[config.mk]
export PLATFORM = sky130hd
export DESIGN_NAME = bracket_frame_receiver_dedup_unit
export DESIGN_NICKNAME = d
export VERILOG_FILES = /design/src/rtl/core/bfrd_pkg.sv /design/src/rtl/core/bfrd_check.sv /design/src/rtl/core/bracket_frame_receiver_dedup_unit.sv
export SDC_FILE = /design/constraint.sdc
export NUM_CORES = 1
export LEC_CHECK = 0
export CAP_MARGIN = 5
export CORE_UTILIZATION = 60
export CTS_CLUSTER_DIAMETER = 120
export DETAILED_ROUTE_END_ITERATION = 12
export DONT_BUFFER_PORTS = 1
export PLACE_DENSITY = 0.78
export SLEW_MARGIN = 15
export SYNTH_ARGS = -nofsm -noshare
export SYNTH_HDL_FRONTEND = slang
export SYNTH_SLANG_ARGS = --single-unit
[constraint.sdc]
create_clock -name clk -period 6.5 [get_ports clk]
set_input_delay 1.3 -clock clk [delete_from_list [all_inputs] [get_ports clk]]
set_output_delay 1.3 -clock clk [all_outputs]
set_load 0.1 [all_outputs]
[src/rtl/core/bfrd_pkg.sv]
`timescale 1ns / 1ps
// ----------------------------------------------------------------------------
// bfrd_pkg
// Shared constants and types for the bracket frame receiver with repeat
// suppression.
// ----------------------------------------------------------------------------
package bfrd_pkg;

  localparam int FRAME_LEN = 8;
  localparam int FRAME_W   = 8 * FRAME_LEN;
  localparam int IDX_W     = $clog2(FRAME_LEN);

  localparam logic [7:0] OPEN_MARK  = 8'h5B;  // '['
  localparam logic [7:0] CLOSE_MARK = 8'h5D;  // ']'
  localparam logic [7:0] DIGIT_ZERO = 8'd48;  // '0'
  localparam logic [7:0] DIGIT_BASE = 8'd10;
  localparam logic [7:0] SPACE_CHAR = 8'h20;

  // Outcome of checking a completed frame against the previous one
  typedef struct packed {
    logic       fresh;
    logic [7:0] number;
  } chk_t;

endpackage

[src/rtl/core/bfrd_check.sv]
`timescale 1ns / 1ps
// ----------------------------------------------------------------------------
// bfrd_check
// Derives the frame number from the two digit bytes and flags whether the
// frame is new or a repeat of the previous one.
// ----------------------------------------------------------------------------
module bfrd_check
  import bfrd_pkg::*;
(
  input  logic [FRAME_W-1:0] frame,
  input  logic [FRAME_W-1:0] prev_frame,
  input  logic [7:0]         prev_number,
  output chk_t               chk
);

  logic [7:0] digit_hi;
  logic [7:0] digit_lo;
  logic [7:0] number;
  logic       same;

  assign digit_hi = frame[23:16] - DIGIT_ZERO;
  assign digit_lo = frame[31:24] - DIGIT_ZERO;
  // mod 256 falls out of the 8-bit arithmetic
  assign number   = (digit_hi * DIGIT_BASE) + digit_lo;

  // bytes 2 and 3 carry the number and are left out of the compare
  assign same = (frame[15:0] == prev_frame[15:0])
             && (frame[FRAME_W-1:32] == prev_frame[FRAME_W-1:32]);

  assign chk.fresh  = !((number > prev_number) && same);
  assign chk.number = number;

endmodule

[src/rtl/core/bracket_frame_receiver_dedup_unit.sv]
`timescale 1ns / 1ps
// ----------------------------------------------------------------------------
// bracket_frame_receiver_dedup_unit
// Assembles '['...']' framed 8-byte messages from a byte stream and passes on
// only frames that are not repeats of the previous one.
// ----------------------------------------------------------------------------
// Usage:
//   Input channel (in_valid / in_ready / in_rx_byte) takes one received byte
//   per transfer. Result channel (out_valid / out_ready / out_frame_data /
//   out_frame_number) carries one completed, non-repeated frame per transfer,
//   byte 0 in bits 7..0.
//   A byte is taken every cycle while in_ready is high. The closing ']'
//   transfer that completes a frame produces its result on out_* in the next
//   cycle; bytes that complete no frame, and repeated frames, produce nothing.
//   All per-byte work is one pass of compare and constant-multiply logic
//   between the state registers and the single output register, so the rate
//   is one byte per cycle while no result waits on a low out_ready.
//   Reset (rst_n low, synchronous) clears the position counter, the output
//   valid, the previous frame number and sets the previous frame to spaces.
//   When the receiver stalls with a result pending, in_ready drops until that
//   result is taken; in_ready stays high in the cycle the result is taken.
// ----------------------------------------------------------------------------
module bracket_frame_receiver_dedup_unit
  import bfrd_pkg::*;
#(
  parameter int BUF_LIMIT = 64
) (
  input  logic               clk,
  input  logic               rst_n,
  input  logic               in_valid,
  output logic               in_ready,
  input  logic [7:0]         in_rx_byte,
  output logic               out_valid,
  input  logic               out_ready,
  output logic [FRAME_W-1:0] out_frame_data,
  output logic [7:0]         out_frame_number
);

  localparam int CNT_W = $clog2(BUF_LIMIT + 1);

  logic [CNT_W-1:0]   cnt_r, cnt_nxt, pos;
  logic [7:0]         store_r [FRAME_LEN-1];
  logic [FRAME_W-1:0] prev_frame_r;
  logic [7:0]         prev_number_r;
  logic               out_valid_r;
  logic [FRAME_W-1:0] out_frame_r;
  logic [7:0]         out_number_r;

  logic               accept;
  logic               store_en;
  logic [IDX_W-1:0]   store_idx;
  logic               complete;
  logic               emit;
  logic [FRAME_W-1:0] frame;
  chk_t               chk;

  assign in_ready = !out_valid_r || out_ready;
  assign accept   = in_valid && in_ready;

  // position after this byte
  always_comb begin
    if (in_rx_byte == OPEN_MARK) begin
      pos = CNT_W'(1);
    end else if (cnt_r < CNT_W'(BUF_LIMIT)) begin
      pos = cnt_r + CNT_W'(1);
    end else begin
      pos = cnt_r;
    end
  end

  assign store_en  = (pos >= CNT_W'(1)) && (pos <= CNT_W'(FRAME_LEN));
  assign store_idx = IDX_W'(pos - CNT_W'(1));
  assign complete  = (in_rx_byte == CLOSE_MARK) && (pos == CNT_W'(FRAME_LEN));
  assign cnt_nxt   = complete ? '0 : pos;

  // on completion the current byte is the last frame byte
  always_comb begin
    for (int i = 0; i < FRAME_LEN - 1; i++) begin
      frame[8*i +: 8] = store_r[i];
    end
    frame[FRAME_W-1 -: 8] = in_rx_byte;
  end

  bfrd_check u_check (
    .frame       (frame),
    .prev_frame  (prev_frame_r),
    .prev_number (prev_number_r),
    .chk         (chk)
  );

  assign emit = complete && chk.fresh;

  always_ff @(posedge clk) begin
    if (!rst_n) begin
      cnt_r         <= '0;
      out_valid_r   <= 1'b0;
      prev_number_r <= '0;
      prev_frame_r  <= {FRAME_LEN{SPACE_CHAR}};
    end else begin
      if (accept) begin
        cnt_r       <= cnt_nxt;
        out_valid_r <= emit;
        if (complete) begin
          prev_number_r <= chk.number;
          prev_frame_r  <= frame;
        end
      end else if (out_ready) begin
        out_valid_r <= 1'b0;
      end
    end
  end

  // frame bytes and result payload carry no reset
  always_ff @(posedge clk) begin
    if (accept && store_en && (store_idx != IDX_W'(FRAME_LEN - 1))) begin
      store_r[store_idx] <= in_rx_byte;
    end
    if (accept && emit) begin
      out_frame_r  <= frame;
      out_number_r <= chk.number;
    end
  end

  assign out_valid        = out_valid_r;
  assign out_frame_data   = out_frame_r;
  assign out_frame_number = out_number_r;

`ifndef SYNTH
  a_cnt_range : assert property (@(posedge clk) disable iff (!rst_n)
    cnt_r <= CNT_W'(BUF_LIMIT))
    else $error("position counter beyond buffer limit");

  a_close_clears : assert property (@(posedge clk) disable iff (!rst_n)
    accept && (in_rx_byte == CLOSE_MARK) && (cnt_r == CNT_W'(FRAME_LEN - 1))
    |=> cnt_r == '0)
    else $error("completed frame did not clear position counter");

  a_open_restarts : assert property (@(posedge clk) disable iff (!rst_n)
    accept && (in_rx_byte == OPEN_MARK) |=> cnt_r == CNT_W'(1))
    else $error("open mark did not restart position counter");

  a_result_source : assert property (@(posedge clk) disable iff (!rst_n)
    $rose(out_valid_r) |-> $past(accept && (in_rx_byte == CLOSE_MARK)))
    else $error("result raised without a closing byte transfer");
`endif

endmodule

# After elaboration in Yosys (flattened, before gate mapping)
# Memory sizes are Yosys's and may differ from the RTL's.
# Index checks and enable logic that the tools add are counted.
# Widths: inputs -> output; s select.
# totals
mem_count	1
out_inout_bits	74
mem_bits_rw	56
ff_bits	152
in_bits	12
elab_cells	44
# classes
muxes	7
magnitude_cmp	4
n_eq_ne	6
multipliers	1
addsub	5
reduce_logical	14
# mem_list
name	depth	width	read_ports	rd_ports_with_merged_regs	write_ports	line	source
store_r	7	8	7	0	1	bracket_frame_receiver_dedup_unit.sv:42	logic [7:0] store_r [FRAME_LEN-1];
# ops
cell	count
$eq 32x32->1	1
$mux 7	3
$eq 16x16->1	1
$eq 8x7->1 const B	2
$sub 8x6->8 const B	2
$logic_and 1x1->1	9
$add 8x8->8	1
$gt 8x8->1	1
$mul 8x3->7 const B	1
$add 7x1->7 const B	1
$eq 7x4->1 const B	1
$ge 7x1->1 const B	1
$le 7x4->1 const B	1
$lt 7x7->1 const B	1
$mux 1	4
$ne 3x3->1 const B	1
$sub 3x1->3 const B	1
$logic_not 1->1	2
$reduce_and 2->1	1
$reduce_bool 2->1	1
$logic_or 1x1->1	1

# Depth between registers and ports, before layout
# depth
ltp_word	9
depth_mapped	16
depth_no_buf	16

# By module
# From an unflattened synthesis, not the netlist that was laid out.
# unflattened
hier_cells	680
area_unflattened_um2	8552.0
# by_module_without_submodules
mod	area_each_um2	n_inst	cells_each
bracket_frame_receiver_dedup_unit	7365.8	1	539
bfrd_check	1186.1	1	141

# Worst setup path after synthesis
# No wires, ideal clock.
# synth_timing
path_type	register -> register
start	memory store_r[2][4]
end	register out_frame_r[0] (netlist: out_frame_data[0]) (enable)
stages_incl_launch_ff	17
period_less_slack_ps	4950
path_buffers	0
arrival_ps	4525
setup_slack_ps	1550
path_cell_list	edfxtp_1 > ha_1 > ha_1 > ha_1 > xnor2_1 > ha_1 > xnor2_1 > xnor2_1 > xnor2_1 > xnor2_1 > xnor2_1 > ha_1 > nand4_1 > a21oi_1 > a211oi_1 > o21ai_0 > inv_1
# synth_rtl
item	line	source
start: declaration	bracket_frame_receiver_dedup_unit.sv:42	
end signal: assignment	bracket_frame_receiver_dedup_unit.sv:119	out_frame_r <= frame;
end: declaration	bracket_frame_receiver_dedup_unit.sv:46	logic [FRAME_W-1:0] out_frame_r;

==> flow_summary.yaml <==
outcome:
  status: "completed"
critical_path:
  slowest_delay_ps: 610
  slowest_stage: "inv_2"
  path_delay_family: "adder cells"
  crit_required_ps: 6560
  critical_path_buf_inv_count: 2
  crit_arrival_ps: 5120
  startpoint_type: "flip-flop"
  crit_chain: "ha_1 > ha_1 > ha_1 > xnor2_1 > ha_1 > xnor2_1 > xnor2_1 > xnor2_1 > xnor2_1 > xnor2_1 > ha_1 > nand4_1 > a21oi_1 > a211oi_1 > o21ai_0 > inv_2 > buf_4"
  critical_path_class: "flip-flop to flip-flop"
  path_common_cell: "xnor2_1"
  crit_start: "store_r[2][4]"
  reg2reg_from: "store_r[2][4]"
  crit_fanout: 38
  worstSetupEndpointType: "flip-flop"
clocking:
  cts_tree: "built"
  cts_buffers: 17
  post_cts_resize_count: 0
  htree_num_levels: 4
  cts_sinks: 191
  clock_latency_ps: 440
  clk_path_buf_depth: 2
  clk_pin_slew_ps: 60
  postCtsSetupBuffers: 0
  clockRootBuffer: "clkbuf_16"
  hold_buffers: 0
die:
  start_util_pct: 61.3
  io_pins: 86
  design.core.area_um2: 12600
  die-width_um: 115
  die_h_um: 115
  rows: 41
  die_area_um2: 13300
global_routing:
  first_global_vias: 4621
  track_usage_pct: 25.9
  overflow: 0
  grt_pass1_wl_um: 24900
  grt_max_degree: 54
  antenna_found_initial: 0
synth:
  synthCells: 611
  syn_nets: 657
  synth_edf_count: 127
  yosysWarnings: 0
  synthFlopType: "edfxtp_1"
  async_flop_share_pct: 0
  yosysSeqAreaShare_pct: 66.1
  synthDistinctLibCells: 46
  syn_area_um2: 7700
  avgSynthCellArea_um2: 12.6
  synth_seq_cells: 191
hold_path:
  worstHoldStart: "store_r[2][7]"
  hold_class: "flip-flop to flip-flop"
routing:
  via_per_inst: 5.87
  wl_per_cell_um: 20.0
  routed_wl_um: 15900
  met3_length_um: 1120
  vias: 4669
  wl_met2_um: 7940
  drtPass1Iterations: 6
  antenna_left: 0
  top_layer_used: "met4"
  drc_errors: 0
  drt-met1-wl_um: 6550
  drt_first_iter_violations: 444
power_and_ir_drop:
  peakVddDrop_uv: 211
  p_leak_uw: 0.00300
  power_density_nw_per_um2: 295
sta:
  timing_hold_violations_final: 0
  slew_headroom_pct: 28.6
  skew_ps: 16.7
  rsz0062_at_grt: "no"
  setup_violations: 0
  finalCritPeriodShare_pct: 77.7
  tightest_slew_ps: 1070
  fmaxAchievable_ghz: 0.198
  post-route-min-period_ps: 5050
  setup_tns_ps: 0
  drv_slew: 0
placement:
  detailed_place_hpwl_um: 10200
  io_buffer_count: 0
  gp_congestion: 0.854
finish:
  diodes: 0
  area_delta_synth_final_pct: 8.96
  fin_nets: 657
  layout-drive-gt1-share_pct: 6.89
  fill_cells: 871
  utilization_pct: 66.8
job:
  drv_cap: 0
-- cells in the final DEF (no fill, tap or decap), types with 3 or more instances in the layout --
master | netlist | final
a211oi_1 | 3 | 3
a21o_1 | 5 | 5
a21oi_1 | 60 | 60
and3_1 | 3 | 3
buf_4 | 3 | 5
clkbuf_16 | 0 | 17
clkinv_2 | 0 | 3
clkinv_4 | 0 | 5
dfxtp_1 | 64 | 64
edfxtp_1 | 127 | 127
ha_1 | 32 | 32
inv_1 | 20 | 19
nand2_1 | 104 | 104
nand2b_1 | 4 | 4
nand3_1 | 8 | 8
nand4_1 | 6 | 6
nand4b_1 | 3 | 3
nor2_1 | 21 | 21
nor2b_1 | 3 | 3
nor3_1 | 7 | 7
nor4_1 | 13 | 13
o211ai_1 | 3 | 3
o21ai_0 | 7 | 7
or2_2 | 4 | 4
or3_1 | 3 | 3
or4_1 | 3 | 3
xnor2_1 | 12 | 12
xor2_1 | 52 | 52
-- per-stage QoR --
step                      total power, uW  std cells  hold WS [ps]  cell area, um2  worst slack [ps]
after CTS                            2480        796           426            8400              1440
after global routing                 2560        796           429            8400              1080
after detailed placement             1530        764           411            7850              1490
final                                2470        796           425            8400              1450
after global placement               1520        764           410            7850              1710
after floorplan                      1490        611           400            7700              1550
-- area by class of cell --
class	count	area [um2]	area share [%]
Clock inverter	13	114	1.36
Sequential cell	191	5090	60.7
Clock buffer	19	433	5.16
Multi-Input combinational cell	374	2390	28.5
Tap cell	172	215	2.56
Timing Repair Buffer	6	65.1	0.775
Inverter	21	78.8	0.939
-- report_power, final --
part	leakage [uW]	switching [uW]	internal, uW	total (uW)
combinational	0.00107	104	77.0	181
clock	0.000271	435	528	962
sequential	0.00166	14.1	1310	1330
-- cells in the mapped netlist (all sizes together) (8+ instances only) --
master    n  share of area, %
a21oi    60               3.9
buf      10               1.0
clkbuf   15              0.73
dfxtp    64                17
edfxtp  127                49
ha       32               5.2
inv      21               1.0
nand2   105               5.1
nand3     8              0.52
nor2     21               1.0
nor4     13               1.1
xnor2    12               1.4
xor2     52               5.9
-- worst paths after layout --
| check | end | slack [ps] | depth (start not counted) |
|---|---|---|---|
| worst max-delay path | out_frame_data[20] | 1450 | 17 |
| worst min register to register | out_frame_data[23] | 420 | 0 |
| worst max register to register | out_frame_data[20] | 1450 | 17 |
| worst min-delay path | out_frame_data[23] | 420 | 0 |
-- per-layer routing --
layer	up-vias	track usage [%]
met3	20	8.33
li1	2158	-
met1	2313	32.7
met2	178	40.8
met4	0	12.5
met5	-	0
-- kinds of logic (layout without fill, tap and decap cells) --
group	Yosys count	in the layout	share of synthesized area, %
AND/OR/NAND/NOR	189	189	11.4
XOR/XNOR	64	64	7.28
flip-flops	191	191	66.1
AO/OA/AOI/OAI	86	86	6.54
adder cells (fa/ha/maj)	34	34	5.72
multiplexers	1	1	0.130
buffers and inverters	46	59	2.79
-- sequential cells by signal, summed over array words and instances (netlist names) --
register	flops
out_frame_data	64
store_r	56
prev_frame_r	49
cnt_r	7
out_frame_number	7
prev_number_r	7
out_valid	1
Power figures use the tool's default switching activity.
